## config.mk

```make
export PLATFORM = sky130hd
export DESIGN_NAME = scalar_kalman_filter
export DESIGN_NICKNAME = d
export VERILOG_FILES = /design/src/design/skf_pkg.sv /design/src/design/skf_div.sv /design/src/design/scalar_kalman_filter.sv
export VERILOG_INCLUDE_DIRS = /design/src /design/src/design
export SDC_FILE = /design/constraint.sdc
export NUM_CORES = 2
export LEC_CHECK = 0
export ABC_AREA = 1
export BUFFER_PORTS_ARGS = -buffer_cell sky130_fd_sc_hd__buf_4
export CORE_UTILIZATION = 50
export CTS_CLUSTER_DIAMETER = 60
export DETAILED_ROUTE_END_ITERATION = 12
export GPL_ROUTABILITY_DRIVEN = 0
export GPL_TIMING_DRIVEN = 0
export HOLD_SLACK_MARGIN = 0.03
export MAX_ROUTING_LAYER = met4
export PLACE_DENSITY = 0.69
export SYNTH_ARGS = -nofsm -noshare
export SYNTH_HDL_FRONTEND = slang
export SYNTH_SLANG_ARGS = --single-unit
```

## constraint.sdc

```tcl
create_clock -name i_clk -period 9 [get_ports i_clk]
set_input_delay 0.45 -clock i_clk [delete_from_list [all_inputs] [get_ports i_clk]]
set_output_delay 0.45 -clock i_clk [all_outputs]
set_load 0.005 [all_outputs]
```

## src/design/scalar_kalman_filter_defines.svh

```systemverilog
// Shared assertion macros for the scalar Kalman filter.
`ifndef SCALAR_KALMAN_FILTER_DEFINES_SVH
`define SCALAR_KALMAN_FILTER_DEFINES_SVH

// Same-cycle implication, checked outside reset.
`define SKF_ASSERT_IMP(lbl, clk, rst_n, ante, cons, msg) \
    lbl: assert property (@(posedge clk) disable iff (!rst_n) (ante) |-> (cons)) \
        else $error(msg);

// Next-cycle implication, checked outside reset.
`define SKF_ASSERT_NXT(lbl, clk, rst_n, ante, cons, msg) \
    lbl: assert property (@(posedge clk) disable iff (!rst_n) (ante) |=> (cons)) \
        else $error(msg);

`endif

```

## src/design/skf_pkg.sv

```systemverilog
package skf_pkg;

    localparam int DATA_W    = 32;
    localparam int GAIN_BITS = 16;
    localparam int GAIN_W    = GAIN_BITS + 1;
    localparam int DEN_W     = DATA_W + 1;
    localparam int REM_W     = DATA_W + 2;

    // shared multiplier operand and product widths
    localparam int MA_W   = DATA_W + 2;
    localparam int MB_W   = GAIN_W + 1;
    localparam int PROD_W = MA_W + MB_W;

    localparam logic [GAIN_W-1:0] GAIN_ONE = GAIN_W'(1) << GAIN_BITS;

    // configuration register indexes
    localparam int CFG_IDX_W = 2;
    localparam logic [CFG_IDX_W-1:0] CFG_MEAS_NOISE = 2'd0;
    localparam logic [CFG_IDX_W-1:0] CFG_PROC_NOISE = 2'd1;
    localparam logic [CFG_IDX_W-1:0] CFG_INIT_VAR   = 2'd2;

    typedef struct packed {
        logic busy;
        logic done;
    } t_div_stat;

endpackage

```

## src/design/skf_div.sv

```systemverilog
// Restoring radix-2 divider: quot = floor(numer * 2^GAIN_BITS / denom).
// One quotient bit per cycle; the result must fit GAIN_W bits.
module skf_div (
    input  logic                             i_clk,
    input  logic                             i_rst_n,
    input  logic                             i_start,
    input  logic [skf_pkg::DATA_W-1:0]       i_numer,
    input  logic [skf_pkg::DEN_W-1:0]        i_denom,
    output skf_pkg::t_div_stat               o_stat,
    output logic [skf_pkg::GAIN_W-1:0]       o_quot
);

    localparam int CNT_W = $clog2(skf_pkg::GAIN_W + 1);

    logic [skf_pkg::REM_W-1:0]  r_rem;
    logic [skf_pkg::DEN_W-1:0]  r_den;
    logic [skf_pkg::GAIN_W-1:0] r_nsh;
    logic [skf_pkg::GAIN_W-1:0] r_quot;
    logic [CNT_W-1:0]           r_cnt;
    logic                       r_busy;
    logic                       r_done;

    logic [skf_pkg::REM_W-1:0]  shifted;
    logic [skf_pkg::REM_W:0]    trial;
    logic                       qbit;

    always_comb begin
        shifted = {r_rem[skf_pkg::REM_W-2:0], r_nsh[skf_pkg::GAIN_W-1]};
        trial   = {1'b0, shifted} - {2'b00, r_den};
        qbit    = ~trial[skf_pkg::REM_W];
    end

    always_ff @(posedge i_clk) begin
        if (!i_rst_n) begin
            r_busy <= 1'b0;
            r_done <= 1'b0;
            r_cnt  <= '0;
        end else begin
            r_done <= 1'b0;
            if (i_start) begin
                r_busy <= 1'b1;
                r_cnt  <= CNT_W'(skf_pkg::GAIN_W);
            end else if (r_busy) begin
                r_cnt <= r_cnt - 1'b1;
                if (r_cnt == CNT_W'(1)) begin
                    r_busy <= 1'b0;
                    r_done <= 1'b1;
                end
            end
        end
    end

    // datapath, no reset needed
    always_ff @(posedge i_clk) begin
        if (i_start) begin
            r_rem  <= {3'b000, i_numer[skf_pkg::DATA_W-1:1]};
            r_nsh  <= {i_numer[0], {skf_pkg::GAIN_BITS{1'b0}}};
            r_den  <= i_denom;
            r_quot <= '0;
        end else if (r_busy) begin
            r_rem  <= qbit ? trial[skf_pkg::REM_W-1:0] : shifted;
            r_nsh  <= {r_nsh[skf_pkg::GAIN_W-2:0], 1'b0};
            r_quot <= {r_quot[skf_pkg::GAIN_W-2:0], qbit};
        end
    end

    assign o_stat.busy = r_busy;
    assign o_stat.done = r_done;
    assign o_quot      = r_quot;

endmodule

```

## src/design/scalar_kalman_filter.sv

```systemverilog
// Scalar Kalman filter over a stream of signed position samples.
//
// Input channel (i_valid/o_ready) carries one sample and a restart flag per
// beat. Output channel (o_valid/i_ready) returns the new estimate, the gain
// used, the new variance and a saturation flag: one result beat per input.
// Config channel (i_cfg_valid/o_cfg_ready, always ready) writes measure
// noise, process noise and initial variance; write only while idle.
//
// Each sample runs through the 17-step radix-2 gain divider; one shared
// multiplier then does the estimate and variance products in consecutive
// states S_MUL1 and S_EST. One item is in work at a time, so a new sample
// is not taken until the current result has been loaded for output.
// The result sits in an output register: o_ready returns once it is loaded,
// so the next sample can be taken while that result waits. If the receiver
// stalls, the next result waits in the final state until the slot frees.
// Reset clears the estimate and variance and the primed flag, so the first
// sample restarts the filter; config registers return to their defaults.
module scalar_kalman_filter #(
    parameter int FRAC_BITS = 16
) (
    input  logic                                i_clk,
    input  logic                                i_rst_n,
    // sample channel
    input  logic                                i_valid,
    output logic                                o_ready,
    input  logic signed [skf_pkg::DATA_W-1:0]   i_sample,
    input  logic                                i_restart,
    // result channel
    output logic                                o_valid,
    input  logic                                i_ready,
    output logic signed [skf_pkg::DATA_W-1:0]   o_filtered,
    output logic [skf_pkg::GAIN_W-1:0]          o_gain,
    output logic [skf_pkg::DATA_W-1:0]          o_variance,
    output logic                                o_variance_saturated,
    // config channel
    input  logic                                i_cfg_valid,
    output logic                                o_cfg_ready,
    input  logic [skf_pkg::CFG_IDX_W-1:0]       i_cfg_index,
    input  logic [skf_pkg::DATA_W-1:0]          i_cfg_data
);

    `include "scalar_kalman_filter_defines.svh"

    localparam int DW = skf_pkg::DATA_W;
    localparam int PW = skf_pkg::PROD_W;
    localparam int GB = skf_pkg::GAIN_BITS;

    // register defaults: 1.0 and 0.1 (rounded) in the sample format
    localparam longint unsigned ONE_L  = 64'd1 << FRAC_BITS;
    localparam logic [DW-1:0] RST_ONE  = DW'(ONE_L);
    localparam logic [DW-1:0] RST_PNS  = DW'((ONE_L + 64'd5) / 64'd10);
    localparam logic [PW-1:0] HALF_LSB = PW'(1) << (GB - 1);

    localparam logic signed [DW-1:0] EST_MAX = {1'b0, {(DW-1){1'b1}}};
    localparam logic signed [DW-1:0] EST_MIN = {1'b1, {(DW-1){1'b0}}};

    // sequencer states
    localparam logic [2:0] S_IDLE = 3'd0;
    localparam logic [2:0] S_DEN  = 3'd1;
    localparam logic [2:0] S_DIV  = 3'd2;
    localparam logic [2:0] S_MUL1 = 3'd3;
    localparam logic [2:0] S_EST  = 3'd4;
    localparam logic [2:0] S_VAR  = 3'd5;
    localparam logic [2:0] S_OUT  = 3'd6;

    logic [2:0]                 r_state;
    logic [2:0]                 n_state;

    // config
    logic [DW-1:0]              r_meas;
    logic [DW-1:0]              r_pnoise;
    logic [DW-1:0]              r_init_var;

    // filter state
    logic signed [DW-1:0]       r_est;
    logic [DW-1:0]              r_var;
    logic                       r_primed;

    // per-item work
    logic signed [DW-1:0]       r_sample;
    logic                       r_den_zero;
    logic [skf_pkg::GAIN_W-1:0] r_gain;
    logic signed [PW-1:0]       r_prod;
    logic                       r_sat;

    // output slot
    logic                       r_out_valid;
    logic signed [DW-1:0]       r_out_filt;
    logic [skf_pkg::GAIN_W-1:0] r_out_gain;
    logic [DW-1:0]              r_out_var;
    logic                       r_out_sat;

    logic                       in_fire;
    logic                       out_free;
    logic [skf_pkg::DEN_W-1:0]  den_sum;
    logic                       div_start;
    skf_pkg::t_div_stat         div_stat;
    logic [skf_pkg::GAIN_W-1:0] div_quot;

    // shared multiplier
    logic signed [skf_pkg::MA_W-1:0] mul_a;
    logic signed [skf_pkg::MB_W-1:0] mul_b;
    logic signed [PW-1:0]            mul_p;

    logic signed [DW:0]         diff;
    logic [PW-1:0]              rnd;
    logic signed [PW-GB-1:0]    corr;
    logic signed [PW-GB:0]      est_sum;
    logic signed [DW-1:0]       est_new;
    logic [DW+1:0]              var_scaled;
    logic [DW+1:0]              var_tot;

    assign in_fire     = i_valid && o_ready;
    assign out_free    = !r_out_valid || i_ready;
    assign o_ready     = (r_state == S_IDLE);
    assign o_cfg_ready = 1'b1;
    assign den_sum     = {1'b0, r_var} + {1'b0, r_meas};
    assign div_start   = (r_state == S_DEN);

    skf_div u_div (
        .i_clk   (i_clk),
        .i_rst_n (i_rst_n),
        .i_start (div_start),
        .i_numer (r_var),
        .i_denom (den_sum),
        .o_stat  (div_stat),
        .o_quot  (div_quot)
    );

    // innovation and multiplier operand select
    always_comb begin
        diff = {r_sample[DW-1], r_sample} - {r_est[DW-1], r_est};
        if (r_state == S_MUL1) begin
            mul_a = {diff[DW], diff};
            mul_b = {1'b0, r_gain};
        end else begin
            mul_a = {2'b00, r_var};
            mul_b = {1'b0, skf_pkg::GAIN_ONE - r_gain};
        end
        mul_p = mul_a * mul_b;
    end

    // round half up, clip the estimate to the signed range and add process noise to the scaled variance
    always_comb begin
        rnd     = r_prod + HALF_LSB;
        corr    = rnd[PW-1:GB];
        est_sum = {{(PW-GB-DW+1){r_est[DW-1]}}, r_est} + {corr[PW-GB-1], corr};
        if (est_sum > $signed({{(PW-GB-DW+1){1'b0}}, EST_MAX}))
            est_new = EST_MAX;
        else if (est_sum < $signed({{(PW-GB-DW+1){1'b1}}, EST_MIN}))
            est_new = EST_MIN;
        else
            est_new = est_sum[DW-1:0];
        var_scaled = rnd[GB+DW+1:GB];
        var_tot    = var_scaled + {2'b00, r_pnoise};
    end

    always_comb begin
        n_state = r_state;
        case (r_state)
            S_IDLE:  if (in_fire) n_state = S_DEN;
            S_DEN:   n_state = S_DIV;
            S_DIV:   if (div_stat.done) n_state = S_MUL1;
            S_MUL1:  n_state = S_EST;
            S_EST:   n_state = S_VAR;
            S_VAR:   n_state = S_OUT;
            S_OUT:   if (out_free) n_state = S_IDLE;
            default: n_state = S_IDLE;
        endcase
    end

    function automatic logic [DW-1:0] var_clip(input logic [DW+1:0] v);
        var_clip = (|v[DW+1:DW]) ? {DW{1'b1}} : v[DW-1:0];
    endfunction

    // control and filter state
    always_ff @(posedge i_clk) begin
        if (!i_rst_n) begin
            r_state     <= S_IDLE;
            r_meas      <= RST_ONE;
            r_pnoise    <= RST_PNS;
            r_init_var  <= RST_ONE;
            r_est       <= '0;
            r_var       <= '0;
            r_primed    <= 1'b0;
            r_out_valid <= 1'b0;
        end else begin
            r_state <= n_state;

            if (i_cfg_valid && o_cfg_ready) begin
                case (i_cfg_index)
                    skf_pkg::CFG_MEAS_NOISE: r_meas     <= i_cfg_data;
                    skf_pkg::CFG_PROC_NOISE: r_pnoise   <= i_cfg_data;
                    skf_pkg::CFG_INIT_VAR:   r_init_var <= i_cfg_data;
                    default: ;
                endcase
            end

            // restart loads the estimate from the sample itself
            if (in_fire && (i_restart || !r_primed)) begin
                r_est    <= i_sample;
                r_var    <= r_init_var;
                r_primed <= 1'b1;
            end

            if (r_state == S_EST)
                r_est <= est_new;
            if (r_state == S_VAR)
                r_var <= var_clip(var_tot);

            if (r_state == S_OUT && out_free)
                r_out_valid <= 1'b1;
            else if (i_ready)
                r_out_valid <= 1'b0;
        end
    end

    // datapath registers
    always_ff @(posedge i_clk) begin
        if (in_fire)
            r_sample <= i_sample;
        if (r_state == S_DEN)
            r_den_zero <= (den_sum == '0);
        if (r_state == S_DIV && div_stat.done)
            r_gain <= r_den_zero ? '0 : div_quot;
        if (r_state == S_MUL1 || r_state == S_EST)
            r_prod <= mul_p;
        if (r_state == S_VAR)
            r_sat <= |var_tot[DW+1:DW];
        if (r_state == S_OUT && out_free) begin
            r_out_filt <= r_est;
            r_out_gain <= r_gain;
            r_out_var  <= r_var;
            r_out_sat  <= r_sat;
        end
    end

    assign o_valid              = r_out_valid;
    assign o_filtered           = r_out_filt;
    assign o_gain               = r_out_gain;
    assign o_variance           = r_out_var;
    assign o_variance_saturated = r_out_sat;

    // divider only runs inside the divide step
    `SKF_ASSERT_IMP(a_div_in_state, i_clk, i_rst_n, div_stat.busy || div_stat.done,
        r_state == S_DIV, "divider active outside divide state")
    // gain is never above one
    `SKF_ASSERT_IMP(a_gain_range, i_clk, i_rst_n, o_valid,
        o_gain <= skf_pkg::GAIN_ONE, "gain above one")
    // a clipped variance reads as all ones
    `SKF_ASSERT_IMP(a_sat_max, i_clk, i_rst_n, o_valid && o_variance_saturated,
        o_variance == {DW{1'b1}}, "saturated variance not at maximum")
    // an accepted sample makes the block busy
    `SKF_ASSERT_NXT(a_busy_after_accept, i_clk, i_rst_n, i_valid && o_ready,
        !o_ready, "ready held after accept")

endmodule
```

; ---- Word level (Yosys, flattened, before mapping)
; Index checks and enable logic that the tools add are counted.
[totals]
wordCells = 101
out_inout_bits = 85
romBits = 0
mem_count = 0
ramBits = 0
regBits = 441
latch_bits = 0
[classes]
magnitude_cmp = 2
bitwise = 3
div = 0
eq_ne = 12
addsub = 8
mul = 1
n_reduce_logical = 23
n_mux = 26
n_shift = 0
[op_table]
columns = op, count
row1 = $mux 32, 7
row2 = $mux 31, 2
row3 = $add 52x16->52 const B, 1
row4 = $mul 34x18->52, 1
row5 = $mux 17, 3
row6 = $add 32x36->37, 1
row7 = $gt 37x32->1 const B, 1
row8 = $lt 37x32->1 const B, 1
row9 = $sub 34x33->35, 1
row10 = $add 34x32->34, 1
row11 = $mux 34, 1
row12 = $add 32x32->33, 1
row13 = $logic_not 33->1, 1
row14 = $mux 33, 1
row15 = $sub 32x32->33, 1
row16 = $pmux 3 s7, 1
row17 = $sub 17x17->17 const A, 1
row18 = $mux 5, 2
row19 = $eq 3x3->1 const B, 3
row20 = $mux 3, 3
row21 = $reduce_bool 2->1, 4
row22 = $eq 3x2->1 const B, 2
row23 = $mux 1, 6
row24 = $reduce_and 2->1, 3
row25 = 16 further kinds, 26

; ---- Depth between registers and ports, before layout
[depth]
word_depth = 6
depth_mapped = 44
mapped_depth_nobuf = 43

; ---- Cells and area by module
; Synthesis repeated with hierarchy kept, for this count alone.
[unflattened]
hier_cells = 6211
area_unflattened_um2 = 48033.6
[modules_own_cells]
columns = module, seq_area_each_um2, n_inst, cells_each, area_per_inst_um2
row1 = scalar_kalman_filter, 8408.1, 1, 5278, 41447.3
row2 = skf_div, 2472.4, 1, 933, 6586.3

; ---- Worst setup path after synthesis
; Ideal clock, no wire load.
[synth_path]
path_type = register -> register
startpoint = register r_state[2]
endpoint = register r_out_filt[0] (netlist: o_filtered[0]), enable pin
arrival_ns = 8.308
path_buffers = 0
synth_period_minus_slack_ns = 9.032
path_stages_with_launch = 3
setup_slack_ns = -0.032
path_cell_list = dfxtp_1 -> inv_2 -> nor4_1
[synth_between]
elab_chain_len = 2
[synth_rtl]
columns = item, line_no
row1 = from (decl), scalar_kalman_filter.sv:66  ; logic [2:0] r_state;
row2 = from (signal assigned), scalar_kalman_filter.sv:188  ; r_state <= n_state;
row3 = $eq 3x3->1, scalar_kalman_filter.sv:230  ; if (r_state == S_OUT && out_free) begin
row4 = $logic_and 1x1->1, scalar_kalman_filter.sv:230
row5 = to (signal assigned), scalar_kalman_filter.sv:231  ; r_out_filt <= r_est;
row6 = to (decl), scalar_kalman_filter.sv:88  ; logic signed [DW-1:0] r_out_filt;
; Every way passes these cells.
; A chain may end at the register's enable or synchronous reset.

; ---- Worst setup path after layout
[layout_path]
startpoint = register r_state[2]
endpoint = register r_prod[46], data pin
[layout_between]
elab_chain_len = 3
word_cells_on_any_way = 4
cone_classes = 1 x mul / 1 x eq/ne / 2 x mux
[layout_rtl]
columns = item, line_no
row1 = $eq 3x2->1 *, scalar_kalman_filter.sv:133  ; if (r_state == S_MUL1) begin
row2 = $mux 34 / $mux 17 (equally long branches), scalar_kalman_filter.sv:133
row3 = $mul 34x18->52 *, scalar_kalman_filter.sv:140  ; mul_p = mul_a * mul_b;
row4 = named net mul_p[46], scalar_kalman_filter.sv:103  ; logic signed [PW-1:0] mul_p;
row5 = to (signal assigned), scalar_kalman_filter.sv:227  ; r_prod <= mul_p;
row6 = to (decl), scalar_kalman_filter.sv:83  ; logic signed [PW-1:0] r_prod;
; Mark *: on every way through the listed nets, which the timed path passes. The rest lies on a longest branch.

==> results.ini <==
[synth]
synth.most_common_cell=inv_1
syn_area_per_cell_um2=7.87
yosysWarnings=0
synth_top_area_share_pct=23.5
seq_area_frac_synth_pct=23.5
synthCells=5878
synth-edff-count=235
syn_area_mm2=0.0463
synth_cell_types=62
synth.largest_area_cell=fa_1
yosys-top-cells-area=fa_1, edfxtp_1, inv_1, nand2_1, dfxtp_1
synth-async-reset-ratio_pct=0
synth-main-ff-cell=edfxtp_1
ys_ff_latch=426
ys_top_cells_by_count=inv_1, nand2_1, nor2_1
syn_nets=6780

[drt]
drtIter0Drc=4445
drt_first_pass_iters=8
antenna_left=0
via_count=41600
drc_errors=0
wl_per_cell_um=20.7
postRouteWirelength_um=153000
vias_per_cell=5.65

[cts]
cts_sinks=426
ctsHtreeMaxLevel=2
cts_max_path_buffers=3
cts_root_buf=clkbuf_16
cts_tree=done
cts_buffers=50
insertion_delay_ns=0.62
clk_pin_slew_ns=0.07

[floorplanning]
start_util_pct=50.5
die_w_um=306
fp.dieH_um=306
io_pins=157
fp.coreArea_mm2=0.0917
num_rows=111
die_area_mm2=0.0938

[cells_and_area]
drive_gt1_share_pct=7.97
nNetsFinal=7037
fin_cells=7363
diodes=0
syn_to_final_growth_pct=11.5
postLayoutCellArea_mm2=0.0516

[worst_setup_path]
r2r_setup_slack_ns=0.27
r2r-end=r_prod[46]
cp_common_cell=inv_1
max_stage_delay_ns=0.98
arrival_ns=9.07
critPathKind=reg -> reg
r2r_start=r_state[2]
path_depth=29
start_kind=flop
path_max_fanout=10
cp.buffers_inverters=10
r2r_cells=29
required_ns=9.35
cpMaxStageDelayCell=o21ai_1
end_kind=flop
crit_family=adder cells
endpoint=r_prod[46]
crit_start=r_state[2]

[timing]
maxSlewViolCount=7
fin_ws_ns=0.274
hold_viol=0
grt_setup_unrepaired=yes
tightest_slew_ns=1.54
fmax_mhz=115
slew_headroom_pct=-3.81
setup_viol=0
fin_crit_sh_pct=97.0
fin_crit_ns=8.73
fin_worst_skew_ns=0.0301

[grt]
grt_pass1_wl_um=234000
grt_pass1_vias=40700
grt_max_degree=39
overflow=0
grt.total_usage_pct=33.7
antenna_found_initial=4

[place]
io_buffers=154
place_area_mm2=0.0491
placed_cells=7227
dp_hpwl_um=126000
place_ws_ns=-1.07

[flow_run]
max-cap-violations=2

[hold_path]
hold_path.class=in -> reg

[outcome]
violations=capacitance limit, slew limit
outcome=finished, violations left

## flip-flops by register name (all words and copies together) (netlist names), 3 cells and up
| signal | flops |
|---|---|
| u_div.o_quot | 17 |
| r_est | 32 |
| r_gain | 17 |
| r_prod | 37 |
| r_meas | 32 |
| u_div.r_cnt | 5 |
| u_div.r_den | 33 |
| r_sample | 32 |
| u_div.r_rem | 33 |
| r_state | 3 |
| r_init_var | 32 |
| o_filtered | 32 |
| o_variance | 32 |
| o_gain | 17 |
| r_var | 32 |
| r_pnoise | 32 |
## logic make-up (layout without fill, tap and decap cells)
group,count (synthesis),after routing,share of synthesized area [%]
simple gates,2133,2133,19.2
buf+inv,1367,1666,11.3
compound gates,925,925,10.9
fa+ha+maj,830,830,31.3
flops,426,426,23.5
xor+xnor,196,196,3.74
other cells,1,1,0.00811
## worst min-delay path by stage
stage / startpoint / endpoint / slack [ns] / depth (start not counted)
4_1_cts: i_sample[0] / r_sample[0] / 0.04 / 1
5_1_grt: i_sample[0] / r_sample[0] / 0.04 / 1
3_5_place_dp: r_init_var[23] / r_init_var[23] / 0.44 / 2
2_1_floorplan: r_sat / o_variance_saturated / 0.40 / 0
3_3_place_gp: r_init_var[23] / r_init_var[23] / 0.43 / 2
6_report: i_sample[0] / r_sample[0] / 0.06 / 1
## cell type report
| type | instances | area (µm²) |
|---|---|---|
| fillers | 8573 | 40100 |
| multi-input cells | 4085 | 30400 |
| flip-flops and latches | 426 | 10900 |
| inverters | 1195 | 4510 |
| repair buffers | 207 | 1700 |
| clock buffers | 67 | 1540 |
| well taps | 1186 | 1480 |
| plain buffers | 169 | 791 |
| clock inverters | 27 | 289 |
| repair inverters | 1 | 7.51 |
## per-layer routing
layer / GRT usage, % / part of all wire (%) / routed length [µm] / vias up
met5: - / 0 / 0 / -
met4: 18.3 / 6.7 / 10300 / 0
met3: 5.85 / 9.3 / 14100 / 529
met2: 52.9 / 45 / 69400 / 2108
met1: 41.3 / 39 / 58900 / 20000
li1: - / - / - / 19000
## per-stage QoR
step                      setup TNS (ns)  hold slack [ns]  util [%]
after CTS                              0           0.0399      55.9
after detailed placement          -15.75            0.435      53.5
after floorplan                        0            0.400         -
after global routing              -0.113           0.0414      56.3
final                                  0           0.0601      56.3
after global placement            -15.68            0.433      53.4
## layout by cell type, fill, tap and decap left out, types with 11 or more instances in the layout
cell,instances
inv_1,1158
clkbuf_16,57
edfxtp_1,235
buf_2,26
ha_1,287
o21bai_1,21
nand2_1,1054
dlygate4sd3_1,30
buf_6,11
a31oi_1,27
o21ai_0,336
xnor2_1,82
clkinvlp_4,11
a21oi_1,368
dfxtp_1,191
o21a_1,15
o22ai_1,24
o21ai_1,30
nand4_1,48
clkbuf_2,18
or2_2,47
a21o_1,24
nand3b_1,11
xor2_1,105
nor4_1,19
clkbuf_1,99
buf_4,181
nand3_1,215
fa_1,538
o21ai_2,13
inv_2,25
o211ai_1,21
nor2_1,635
a22oi_1,16
nand2_2,11
nor3_1,57
## worst reg2reg max path, delay by kind of cell, from the launching register on
family,cells,cell delay [ns]
adders and majority gates,7,3.35
AOI/OAI and AO/OA,6,2.02
buffers and inverters,10,1.70
DFF,1,0.62
and+or+nand+nor,5,0.61
xor gates and xnor gates,1,0.17
## what timing repair did
item	4_1_cts	5_1_grt
hold buffers	30	0
pin swaps	0	7
endpoints found under the hold margin	30	0
resized for setup	18	83
cloned	0	1
endpoints found under the setup margin	33	26
setup buffers	1	13
Power is not shown: default switching activity piles up to over one toggle a cycle in this logic, so the estimate is an artifact.
